**src/rtl/tdc_pkg.sv**
```systemverilog
// tdc_pkg: word types, register indexes, DES tables and round functions
// for the triple DES counter-mode cipher; no dependencies
`timescale 1ns / 1ps
package tdc_pkg;

	typedef struct packed {
		logic [63:0] data_block;
		logic [3:0]  byte_count;
		logic        restart;
	} in_word_t;

	typedef struct packed {
		logic [63:0] result_block;
		logic [3:0]  result_count;
	} out_word_t;

	// one queued job: counter block to encrypt, data and saturated count
	typedef struct packed {
		logic [63:0] ctr_block;
		logic [63:0] data;
		logic [3:0]  count;
	} job_t;

	localparam int CFG_IDX_W = 3;
	localparam logic [CFG_IDX_W-1:0] CFG_KEY_ONE       = 3'd0;
	localparam logic [CFG_IDX_W-1:0] CFG_KEY_TWO       = 3'd1;
	localparam logic [CFG_IDX_W-1:0] CFG_KEY_THREE     = 3'd2;
	localparam logic [CFG_IDX_W-1:0] CFG_NONCE         = 3'd3;
	localparam logic [CFG_IDX_W-1:0] CFG_START_COUNTER = 3'd4;

	localparam int DES_ROUNDS = 16;
	localparam int TDES_STAGES = 3 * DES_ROUNDS;

	localparam int unsigned TAB_IP [64] = '{
		58,50,42,34,26,18,10,2,60,52,44,36,28,20,12,4,
		62,54,46,38,30,22,14,6,64,56,48,40,32,24,16,8,
		57,49,41,33,25,17,9,1,59,51,43,35,27,19,11,3,
		61,53,45,37,29,21,13,5,63,55,47,39,31,23,15,7};
	localparam int unsigned TAB_FP [64] = '{
		40,8,48,16,56,24,64,32,39,7,47,15,55,23,63,31,
		38,6,46,14,54,22,62,30,37,5,45,13,53,21,61,29,
		36,4,44,12,52,20,60,28,35,3,43,11,51,19,59,27,
		34,2,42,10,50,18,58,26,33,1,41,9,49,17,57,25};
	localparam int unsigned TAB_E [48] = '{
		32,1,2,3,4,5,4,5,6,7,8,9,8,9,10,11,12,13,12,13,14,15,16,17,
		16,17,18,19,20,21,20,21,22,23,24,25,24,25,26,27,28,29,28,29,30,31,32,1};
	localparam int unsigned TAB_P [32] = '{
		16,7,20,21,29,12,28,17,1,15,23,26,5,18,31,10,
		2,8,24,14,32,27,3,9,19,13,30,6,22,11,4,25};
	localparam int unsigned TAB_PC1 [56] = '{
		57,49,41,33,25,17,9,1,58,50,42,34,26,18,10,2,59,51,43,35,27,19,11,3,
		60,52,44,36,63,55,47,39,31,23,15,7,62,54,46,38,30,22,14,6,61,53,45,37,
		29,21,13,5,28,20,12,4};
	localparam int unsigned TAB_PC2 [48] = '{
		14,17,11,24,1,5,3,28,15,6,21,10,23,19,12,4,26,8,16,7,27,20,13,2,
		41,52,31,37,47,55,30,40,51,45,33,48,44,49,39,56,34,53,46,42,50,36,29,32};
	// total left rotation of the key halves after each round
	localparam int unsigned TOT_ROT [16] = '{
		1,2,4,6,8,10,12,14,15,17,19,21,23,25,27,28};

	localparam logic [3:0] SBOX [8][64] = '{
		'{4'd14,4'd4,4'd13,4'd1,4'd2,4'd15,4'd11,4'd8,4'd3,4'd10,4'd6,4'd12,4'd5,4'd9,4'd0,4'd7,
		  4'd0,4'd15,4'd7,4'd4,4'd14,4'd2,4'd13,4'd1,4'd10,4'd6,4'd12,4'd11,4'd9,4'd5,4'd3,4'd8,
		  4'd4,4'd1,4'd14,4'd8,4'd13,4'd6,4'd2,4'd11,4'd15,4'd12,4'd9,4'd7,4'd3,4'd10,4'd5,4'd0,
		  4'd15,4'd12,4'd8,4'd2,4'd4,4'd9,4'd1,4'd7,4'd5,4'd11,4'd3,4'd14,4'd10,4'd0,4'd6,4'd13},
		'{4'd15,4'd1,4'd8,4'd14,4'd6,4'd11,4'd3,4'd4,4'd9,4'd7,4'd2,4'd13,4'd12,4'd0,4'd5,4'd10,
		  4'd3,4'd13,4'd4,4'd7,4'd15,4'd2,4'd8,4'd14,4'd12,4'd0,4'd1,4'd10,4'd6,4'd9,4'd11,4'd5,
		  4'd0,4'd14,4'd7,4'd11,4'd10,4'd4,4'd13,4'd1,4'd5,4'd8,4'd12,4'd6,4'd9,4'd3,4'd2,4'd15,
		  4'd13,4'd8,4'd10,4'd1,4'd3,4'd15,4'd4,4'd2,4'd11,4'd6,4'd7,4'd12,4'd0,4'd5,4'd14,4'd9},
		'{4'd10,4'd0,4'd9,4'd14,4'd6,4'd3,4'd15,4'd5,4'd1,4'd13,4'd12,4'd7,4'd11,4'd4,4'd2,4'd8,
		  4'd13,4'd7,4'd0,4'd9,4'd3,4'd4,4'd6,4'd10,4'd2,4'd8,4'd5,4'd14,4'd12,4'd11,4'd15,4'd1,
		  4'd13,4'd6,4'd4,4'd9,4'd8,4'd15,4'd3,4'd0,4'd11,4'd1,4'd2,4'd12,4'd5,4'd10,4'd14,4'd7,
		  4'd1,4'd10,4'd13,4'd0,4'd6,4'd9,4'd8,4'd7,4'd4,4'd15,4'd14,4'd3,4'd11,4'd5,4'd2,4'd12},
		'{4'd7,4'd13,4'd14,4'd3,4'd0,4'd6,4'd9,4'd10,4'd1,4'd2,4'd8,4'd5,4'd11,4'd12,4'd4,4'd15,
		  4'd13,4'd8,4'd11,4'd5,4'd6,4'd15,4'd0,4'd3,4'd4,4'd7,4'd2,4'd12,4'd1,4'd10,4'd14,4'd9,
		  4'd10,4'd6,4'd9,4'd0,4'd12,4'd11,4'd7,4'd13,4'd15,4'd1,4'd3,4'd14,4'd5,4'd2,4'd8,4'd4,
		  4'd3,4'd15,4'd0,4'd6,4'd10,4'd1,4'd13,4'd8,4'd9,4'd4,4'd5,4'd11,4'd12,4'd7,4'd2,4'd14},
		'{4'd2,4'd12,4'd4,4'd1,4'd7,4'd10,4'd11,4'd6,4'd8,4'd5,4'd3,4'd15,4'd13,4'd0,4'd14,4'd9,
		  4'd14,4'd11,4'd2,4'd12,4'd4,4'd7,4'd13,4'd1,4'd5,4'd0,4'd15,4'd10,4'd3,4'd9,4'd8,4'd6,
		  4'd4,4'd2,4'd1,4'd11,4'd10,4'd13,4'd7,4'd8,4'd15,4'd9,4'd12,4'd5,4'd6,4'd3,4'd0,4'd14,
		  4'd11,4'd8,4'd12,4'd7,4'd1,4'd14,4'd2,4'd13,4'd6,4'd15,4'd0,4'd9,4'd10,4'd4,4'd5,4'd3},
		'{4'd12,4'd1,4'd10,4'd15,4'd9,4'd2,4'd6,4'd8,4'd0,4'd13,4'd3,4'd4,4'd14,4'd7,4'd5,4'd11,
		  4'd10,4'd15,4'd4,4'd2,4'd7,4'd12,4'd9,4'd5,4'd6,4'd1,4'd13,4'd14,4'd0,4'd11,4'd3,4'd8,
		  4'd9,4'd14,4'd15,4'd5,4'd2,4'd8,4'd12,4'd3,4'd7,4'd0,4'd4,4'd10,4'd1,4'd13,4'd11,4'd6,
		  4'd4,4'd3,4'd2,4'd12,4'd9,4'd5,4'd15,4'd10,4'd11,4'd14,4'd1,4'd7,4'd6,4'd0,4'd8,4'd13},
		'{4'd4,4'd11,4'd2,4'd14,4'd15,4'd0,4'd8,4'd13,4'd3,4'd12,4'd9,4'd7,4'd5,4'd10,4'd6,4'd1,
		  4'd13,4'd0,4'd11,4'd7,4'd4,4'd9,4'd1,4'd10,4'd14,4'd3,4'd5,4'd12,4'd2,4'd15,4'd8,4'd6,
		  4'd1,4'd4,4'd11,4'd13,4'd12,4'd3,4'd7,4'd14,4'd10,4'd15,4'd6,4'd8,4'd0,4'd5,4'd9,4'd2,
		  4'd6,4'd11,4'd13,4'd8,4'd1,4'd4,4'd10,4'd7,4'd9,4'd5,4'd0,4'd15,4'd14,4'd2,4'd3,4'd12},
		'{4'd13,4'd2,4'd8,4'd4,4'd6,4'd15,4'd11,4'd1,4'd10,4'd9,4'd3,4'd14,4'd5,4'd0,4'd12,4'd7,
		  4'd1,4'd15,4'd13,4'd8,4'd10,4'd3,4'd7,4'd4,4'd12,4'd5,4'd6,4'd11,4'd0,4'd14,4'd9,4'd2,
		  4'd7,4'd11,4'd4,4'd1,4'd9,4'd12,4'd14,4'd2,4'd0,4'd6,4'd10,4'd13,4'd15,4'd3,4'd5,4'd8,
		  4'd2,4'd1,4'd14,4'd7,4'd4,4'd10,4'd8,4'd13,4'd15,4'd12,4'd9,4'd0,4'd3,4'd5,4'd6,4'd11}
	};

	// table entries number bits from 1 at the msb
	function automatic logic [63:0] perm_ip(input logic [63:0] x);
		logic [63:0] y;
		for (int i = 0; i < 64; i++) y[63-i] = x[64-TAB_IP[i]];
		return y;
	endfunction

	function automatic logic [63:0] perm_fp(input logic [63:0] x);
		logic [63:0] y;
		for (int i = 0; i < 64; i++) y[63-i] = x[64-TAB_FP[i]];
		return y;
	endfunction

	function automatic logic [47:0] perm_e(input logic [31:0] x);
		logic [47:0] y;
		for (int i = 0; i < 48; i++) y[47-i] = x[32-TAB_E[i]];
		return y;
	endfunction

	function automatic logic [31:0] perm_p(input logic [31:0] x);
		logic [31:0] y;
		for (int i = 0; i < 32; i++) y[31-i] = x[32-TAB_P[i]];
		return y;
	endfunction

	// subkey of round r: pure wiring of the key for a constant round
	function automatic logic [47:0] subkey(input logic [63:0] key, input int r);
		logic [55:0] cd;
		logic [27:0] c;
		logic [27:0] d;
		logic [55:0] rot;
		logic [47:0] y;
		for (int i = 0; i < 56; i++) cd[55-i] = key[64-TAB_PC1[i]];
		c = cd[55:28];
		d = cd[27:0];
		c = (c << TOT_ROT[r]) | (c >> (28 - TOT_ROT[r]));
		d = (d << TOT_ROT[r]) | (d >> (28 - TOT_ROT[r]));
		rot = {c, d};
		for (int i = 0; i < 48; i++) y[47-i] = rot[56-TAB_PC2[i]];
		return y;
	endfunction

	function automatic logic [31:0] feistel(input logic [31:0] half, input logic [47:0] sk);
		logic [47:0] e;
		logic [5:0]  six;
		logic [31:0] acc;
		e = perm_e(half) ^ sk;
		for (int i = 0; i < 8; i++) begin
			six = e[47-6*i -: 6];
			acc[31-4*i -: 4] = SBOX[i][{six[5], six[0], six[4:1]}];
		end
		return perm_p(acc);
	endfunction

endpackage

```
**src/rtl/tdc_front.sv**
```systemverilog
// tdc_front: accepts input words, keeps the block counter and builds jobs
// depends on tdc_pkg
`timescale 1ns / 1ps
module tdc_front (
	input  logic             clk,
	input  logic             arst_n,
	input  logic             in_valid,
	output logic             in_ready,
	input  tdc_pkg::in_word_t in_word,
	input  logic [31:0]      nonce,
	input  logic [31:0]      start_counter,
	output logic             push_valid,
	input  logic             push_ready,
	output tdc_pkg::job_t    push_word
);

	logic [31:0] block_counter_q;
	logic [31:0] ctr_used;
	logic [3:0]  count_sat;

	// restart reloads before this word's block
	assign ctr_used = in_word.restart ? start_counter : block_counter_q;

	// out-of-range counts saturate into 1..8
	always_comb begin
		if (in_word.byte_count == 4'd0) begin
			count_sat = 4'd1;
		end else if (in_word.byte_count > 4'd8) begin
			count_sat = 4'd8;
		end else begin
			count_sat = in_word.byte_count;
		end
	end

	assign in_ready             = push_ready;
	assign push_valid           = in_valid;
	assign push_word.ctr_block  = {nonce, ctr_used};
	assign push_word.data       = in_word.data_block;
	assign push_word.count      = count_sat;

	// counter advances once per accepted word
	always_ff @(posedge clk or negedge arst_n) begin
		if (!arst_n) begin
			block_counter_q <= '0;
		end else if (in_valid && push_ready) begin
			block_counter_q <= ctr_used + 32'd1;
		end
	end

endmodule

```
**config.mk**
```make
export PLATFORM = sky130hd
export DESIGN_NAME = tdc_front
export DESIGN_NICKNAME = d
export VERILOG_FILES = /design/src/rtl/tdc_pkg.sv /design/src/rtl/tdc_front.sv
export SDC_FILE = /design/constraint.sdc
export NUM_CORES = 1
export LEC_CHECK = 0
export BUFFER_PORTS_ARGS = -buffer_cell sky130_fd_sc_hd__buf_2
export CORE_AREA = 3 3 103 105
export DETAILED_ROUTE_END_ITERATION = 12
export DIE_AREA = 0 0 106 108
export GPL_TIMING_DRIVEN = 0
export HOLD_SLACK_MARGIN = 0.03
export PLACE_DENSITY = 0.74
export RECOVER_POWER = 25
export SLEW_MARGIN = 0
export SYNTH_ARGS = -nofsm -noshare
export SYNTH_HDL_FRONTEND = slang
export SYNTH_SLANG_ARGS = --single-unit
```
**constraint.sdc**
```tcl
create_clock -name clk -period 1.8 [get_ports clk]
set_input_delay 0.27 -clock clk [delete_from_list [all_inputs] [get_ports clk]]
set_output_delay 0.27 -clock clk [all_outputs]
set_load 0.01 [all_outputs]
```
Word-level counts from Yosys, hierarchy flattened
Cells that the tools add are included.
{"block": "totals", "ff_bits": 32, "inputBits": 137, "out_inout_bits": 134, "wordCells": 8}
{"block": "op_classes", "add_sub_neg": 1, "order_cmp": 1, "muxes": 3, "reduce_logical": 2}
{"op": "adder 32 x 1 -> 32 bit (second input constant)", "n": 1}
{"op": "two-way mux 32 bit", "n": 1}
{"op": "two-way mux 4 bit", "n": 2}
{"op": "> comparator 4 bit (second input constant)", "n": 1}
{"op": "zero test 4 bit", "n": 1}
{"op": "logical AND 1 bit", "n": 1}

Longest topological paths before layout
Gate-level depths: netlist (run 1).
{"block": "depth", "word_depth": 3, "depth_mapped": 12}

Least setup slack after synthesis (run 1)
No wires, ideal clock.
{"block": "synth_path", "path_kind": "input -> register", "start": "input port in_word[0] (netlist name)", "end": "register block_counter_q[24]", "setup_time_ns": 0.095, "arrival_ns": 2.481, "path_slack_ns": -0.776, "cell_stages": 12, "path_cell_list": "buf_4 buf_4 buf_2 buf_2 mux2_2 ha_1 nand4b_1 nand2_1 and3_1 buf_2 and4_1 o31ai_1"}
{"element": "start: declaration", "line_no": "tdc_front.sv:9", "source": "input tdc_pkg::in_word_t in_word,"}
{"element": "end signal: assignment", "line_no": "tdc_front.sv:46", "source": "block_counter_q <= ctr_used + 32'd1;"}
{"element": "end: declaration", "line_no": "tdc_front.sv:17", "source": "logic [31:0] block_counter_q;"}

Worst setup path in the final report (run 1)
{"block": "layout_path", "start": "register block_counter_q[0]", "end": "register block_counter_q[20]"}
{"block": "layout_between", "elab_chain_cells": 2}
{"element": "two-way mux 32 bit", "line_no": "tdc_front.sv:22", "source": "assign ctr_used = in_word.restart ? start_counter : block_counter_q;"}
{"element": "adder 32 x 1 -> 32 bit", "line_no": "tdc_front.sv:46"}
No other way between the ends.
A chain may end at the register's enable or synchronous reset.

==> run metrics, run 1 <==
top cells by count, synth=buf_4 (103), nand2_1 (48), dfrtp_1 (32); setup ws final=-0.0242 ns; number of I/O pins=271; Die Width=106 um; CTS Hold Bufs=0; post-route ant nets=0; Final min period=1.82 ns; status=finished with violations; total gr overflow=0; Slew headroom=approximately two fifths; Max clock buf depth=2; Critical Path Sink Type=flip-flop; kind of start point of the critical path=flip-flop; Synth Area in XOR/XNOR=4.01%; GP Congestion=0.886; RSZ-0062 raised after global routing=true; Power, Total=2830 uW; #FFs+latches synth=32; asr flop ratio synth=100%; Sink Count=32; CTS root buf=clkbuf_8; Final nets=733; Adder-Cell Fraction of Synth Area=0.382%; largest family of logic cells by synthesized area=buffers and inverters; arrival time at the worst endpoint=around 2 ns; fmax=548 MHz; cell area after layout=approximately 4700 sq um; full die area=11400 sq um; most common cell in the netlist=buf_4; Post-Syn Nets=530; GR Util met3=around 4.0%; R2R Setup Slk=-0.02 ns; latest clock arrival within the worst-skew pair=0.30 ns; post-DP HPWL=8630 um; number of flip-flops in the largest register=32; CTS tree=yes; DRC Markers=0; CTS clk-pin slew, worst paths=0.08 ns; met2 Usage GRT=32.7%; static leakage=0.00242 uW; Post-Syn Area per Cell=8.36 sq um; GR Util met1=21.0%; power density cells=596 nW/um^2; GRT Util Overall=18.2%; synthesis-to-layout area growth=44.7%; Worst EP required=2.00 ns; Syn Inst Count=392; post-synthesis compound-gate area fraction=about 14%; first-pass GRT wire length=16800 um; biggest regs=block_counter_q (32); share of cells above drive strength 1=58.1%; Initial Util=33.7%; busiest grt layer=met2; drt initial violations=298; IO buf count=174; mux cell area share after synthesis=9.47%; First-pass DRT Iterations=5; Core ar.=9730 sq um; Top FF cell, synth=dfrtp_1; EDFF count, synth=0; DP Area=4370 sq um; Antenna diodes=0; Top reg by flops=block_counter_q; initial antenna violation count=0; Vias=around 3700; CP Max Fanout=5; Final period util=101%; final wirelength=11700 um; failing checks=setup timing; H-tree Lvls=2; Synth Area in Simple Gates=21.3%; vias in the first global route=approximately 3500; clk_skew=roughly 0.010 ns; pin count of the biggest net entering global routing=33; Seq/Total Area, Yosys=24.4%; synthesized cell area=3280 sq um; critical path class=flip-flop to flip-flop; Setup Viol. Count Final=2; Via density=5.12; die height=between 100 and 150 um; Netlist cell types=38; min-delay worst type=input port to async pin; Worst VDD drop=0.000283 V; fin. max-slew vios=0; Worst Max-Slew Pin Slew=0.898 ns; CTS Buf Count=5; top post-synthesis cells by area=dfrtp_1 (24%), buf_4 (24%), mux2_2 (7.9%); yosys warns=0; Fin. Hold Viols=0; Rows=36; WL per Instance=between 15 and 20 um; max-cap violations=0; cell taking the most area after synthesis=dfrtp_1; area fraction of the dominant cell type after synthesis=24.4%
metrics by stage:
step	setup TNS [ns]	hold WS [ns]	util [%]	instances	setup slack (ns)
after CTS	-0.774	0.0772	48.0	725	-0.127
final	-0.0353	0.0872	48.8	729	-0.0242
after global placement	-14.53	0.386	44.9	699	-0.948
after detailed placement	-15.18	0.396	44.9	699	-0.979
after floorplan	-3.38	-0.0256	-	392	-0.417
after global routing	-0.824	0.163	48.8	729	-0.116
critical path, cell delays in order (launching register included):
cell and delay, ns:
dfrtp_1 0.40, mux2_4 0.30, ha_4 0.18, nand4b_1 0.14, nand2_2 0.10, buf_6 0.14
nand4_1 0.10, and3b_1 0.20, o31ai_1 0.18
timing repair:
action	4_1_cts	5_1_grt
cloned	0	1
setup buffers	19	7
endpoints found under the setup margin	31	30
gates resized for setup	19	19
pin swaps	18	18
cells in the final DEF, fill, tap and decap left out, types with 4 or more instances in the layout:
cell | Yosys | layout
a21oi_1 | 7 | 6
inv_1 | 5 | 5
o31ai_1 | 13 | 13
buf_6 | 2 | 4
nor2b_1 | 4 | 4
buf_2 | 5 | 160
buf_4 | 103 | 121
a222oi_1 | 4 | 4
and4_1 | 10 | 8
clkbuf_1 | 7 | 22
a22oi_1 | 7 | 4
nand3_1 | 18 | 16
nand3b_1 | 13 | 13
nand4_1 | 7 | 7
o21ai_0 | 12 | 9
and3_1 | 12 | 10
mux2_2 | 23 | 21
dfrtp_1 | 32 | 32
nor2_1 | 5 | 5
buf_8 | 0 | 5
clkbuf_8 | 0 | 6
xnor2_1 | 13 | 10
a31oi_1 | 7 | 7
o21ai_1 | 8 | 11
nand2_1 | 48 | 47
cell type report:
| cell class | count | area [sq um] |
|---|---|---|
| timing repair buffer | 199 | 1070 |
| clock buffer | 8 | 90.1 |
| sequential | 32 | 801 |
| tap | 133 | 166 |
| buffer | 113 | 862 |
| inverter | 5 | 18.8 |
| multi-input combinational | 239 | 1740 |
| fill | 983 | 4980 |
metal layers:
metal  share of wire, %  vias up
met5                  0        -
met4                2.3        0
met3                 10       28
met2                 52      259
met1                 36     1732
li1                   -     1714
worst paths after layout:
path                                                 start                              end  depth (start not counted)
setup / recovery            block_counter_q[0]$_DFFE_PN0P_  block_counter_q[20]$_DFFE_PN0P_                          8
hold / removal                                      arst_n   block_counter_q[9]$_DFFE_PN0P_                          1
setup reg to reg            block_counter_q[0]$_DFFE_PN0P_  block_counter_q[20]$_DFFE_PN0P_                          8
hold reg to reg            block_counter_q[31]$_DFFE_PN0P_  block_counter_q[31]$_DFFE_PN0P_                          2
max in group asynchronous                           arst_n   block_counter_q[5]$_DFFE_PN0P_                          1
min in group clk                         start_counter[16]  block_counter_q[16]$_DFFE_PN0P_                          4
cells by family (layout without fill, tap and decap cells):
kind of cell / Yosys count / after routing
fa+ha+maj: 1 / 1
flops: 32 / 32
simple gates: 126 / 127
buf+inv: 122 / 325
compound gates: 68 / 68
mux: 28 / 28
xor+xnor: 15 / 15
power breakdown:
group	internal (uW)	total, uW	leakage (uW)	switching, uW
clock	312	606	0.0000455	294
sequential	852	965	0.000403	114
combinational	632	1250	0.00197	622
total	1800	2830	0.00242	1030
Power figures use the tool's default switching activity.
==> run 2: changes to the inputs <==
GPL_TIMING_DRIVEN = default   (was 0)
REMOVE_ABC_BUFFERS = 1   (was default)
SETUP_SLACK_MARGIN = 0.15   (was default)
==> run metrics, run 2 (synthesis results as in run 1) <==
status=finished with violations; failing checks=setup timing; synthesis-to-layout area growth=19.4%; max-cap violations=0; setup TNS=-0.595 ns; fmax=523 MHz; DRC Markers=0; final wirelength=20400 um; static leakage=between 0.0015 and 0.002 uW; Worst Max-Slew Pin Slew=around 0.8 ns; power density cells=684 nW/um^2; First-pass DRT Iterations=5; fin. max-slew vios=0; CTS root buf=clkbuf_8; total gr overflow=0; Critical Path Sink Type=flip-flop; switching fraction of total power=37.3%; RSZ-0062 raised after global routing=true; min-delay worst type=input port to async pin; commonest non-fill, non-tap cell in the layout=buf_2; post-DP HPWL=18000 um; cell area after layout=around 3900 sq um; setup ws final=-0.111 ns; Sink Count=32; Core ar.=about 9700 sq um; Fin Hold WS=0.0522 ns; post-route ant nets=0; vias in the first global route=3014; die height=108 um; worst setup path end=block_counter_q[31]$_DFFE_PN0P_; drt initial violations=247; R2R Setup Slk=-0.11 ns; CP Max Fanout=5; Seq pwr share=roughly 36%; Worst VDD drop=slightly above 0.0005 V; internal power=1680 uW; Place WS=-0.361 ns; Die Width=about 110 um; Fin. Hold Viols=0; Rows=36; r2r worst-path depth=7; WL per Instance=36.3 um; placed cells=543; Clk pwr share=22.2%; CTS clk-pin slew, worst paths=0.08 ns; biggest regs=block_counter_q (32); Vias=about 3300; DP Area=approximately 3400 sq um; CTS Hold Bufs=0; worst r2r src=block_counter_q[1]$_DFFE_PN0P_; Antenna diodes=0; arrival time at the worst endpoint=2.13 ns; CTS Buf Count=5; Max clock buf depth=2; Setup Viol. Count Final=13; initial antenna violation count=0; full die area=11400 sq um; share of cells above drive strength 1=50.0%; Worst EP required=2.01 ns; latest clock arrival within the worst-skew pair=approximately 0.30 ns; Final nets=567; Slew headroom=between 40% and 50%; final non-filler cell total=563; Via density=5.87; Final min period=between 1.5 and 2 ns; critical path class=flip-flop to flip-flop; GRT Util Overall=34.5%; P_sw=approximately 1000 uW; first-pass GRT wire length=about 27000 um; Final period util=106%; Initial Util=33.7%; combinational share of power=41.5%; IO buf count=78; number of flip-flops in the largest register=32; crit path from=block_counter_q[1]$_DFFE_PN0P_; kind of start point of the critical path=flip-flop; number of I/O pins=around 270; CTS tree=yes; leading cell types in the layout, fill and taps excluded=buf_2 (77), buf_4 (56), nand2_1 (47); worst r2r dst=block_counter_q[31]$_DFFE_PN0P_; GP Congestion=approximately 1; pin count of the biggest net entering global routing=39; H-tree Lvls=2; clk_skew=0.0114 ns; Top reg by flops=block_counter_q
[run 2: how the worst min path moves through the flow]
stage                                            endpoint  slack, ns  cells past startpoint
after detailed placement  block_counter_q[13]$_DFFE_PN0P_       0.40                      1
after floorplan            block_counter_q[0]$_DFFE_PN0P_      -0.03                      0
after global routing      block_counter_q[12]$_DFFE_PN0P_       0.10                      1
final                     block_counter_q[12]$_DFFE_PN0P_       0.05                      1
after CTS                 block_counter_q[12]$_DFFE_PN0P_       0.07                      1
after global placement    block_counter_q[12]$_DFFE_PN0P_       0.40                      1
[run 2: critical path, stage by stage, from the launching register on]
cell      delay (ns)
dfrtp_1         0.38
buf_4           0.11
nand4b_1        0.12
a222oi_1        0.44
and4_4          0.33
buf_6           0.13
a41oi_2         0.12
o31ai_2         0.20
[run 2: what timing repair did]
action                     4_1_cts  5_1_grt
setup buffers                    7        3
gates resized for setup         36       27
hold endpoints to repair         0        0
setup endpoints to repair       35       31
cloned                           1        1
pin swaps                       34       19
[run 2: layout make-up]
| cell class | instances | area, sq um |
|---|---|---|
| well taps | 133 | 166 |
| fillers | 963 | 5810 |
| flip-flops and latches | 32 | 801 |
| clock buffers | 5 | 68.8 |
| multi-input cells | 238 | 1830 |
| repair buffers | 147 | 1010 |
| clock inverters | 3 | 18.8 |
| inverters | 5 | 18.8 |
[run 2: through the flow]
| stage | util, % | total power [uW] |
|---|---|---|
| after detailed placement | 35.4 | 1940 |
| after floorplan | - | 1410 |
| after global placement | 35.4 | 1910 |
| final | 40.2 | 2680 |
| after global routing | 40.2 | 2810 |
| after CTS | 38.7 | 2610 |
[run 2: layer usage]
metal,vias to the layer above,part of all wire (%),track usage [%]
li1,1377,-,-
met1,1498,24,25.6
met2,386,47,57.0
met3,38,27,40.5
met4,4,2.8,7.96
met5,-,0.34,5.80
[run 2: power by group through the flow]
stage / clock network [uW] / registers (uW) / logic [uW]
after CTS: 592 / 968 / 1050
after detailed placement: 0 / 982 / 957
after floorplan: 0 / 947 / 467
final: 593 / 974 / 1110
after global routing: 622 / 988 / 1200
after global placement: 0 / 975 / 939
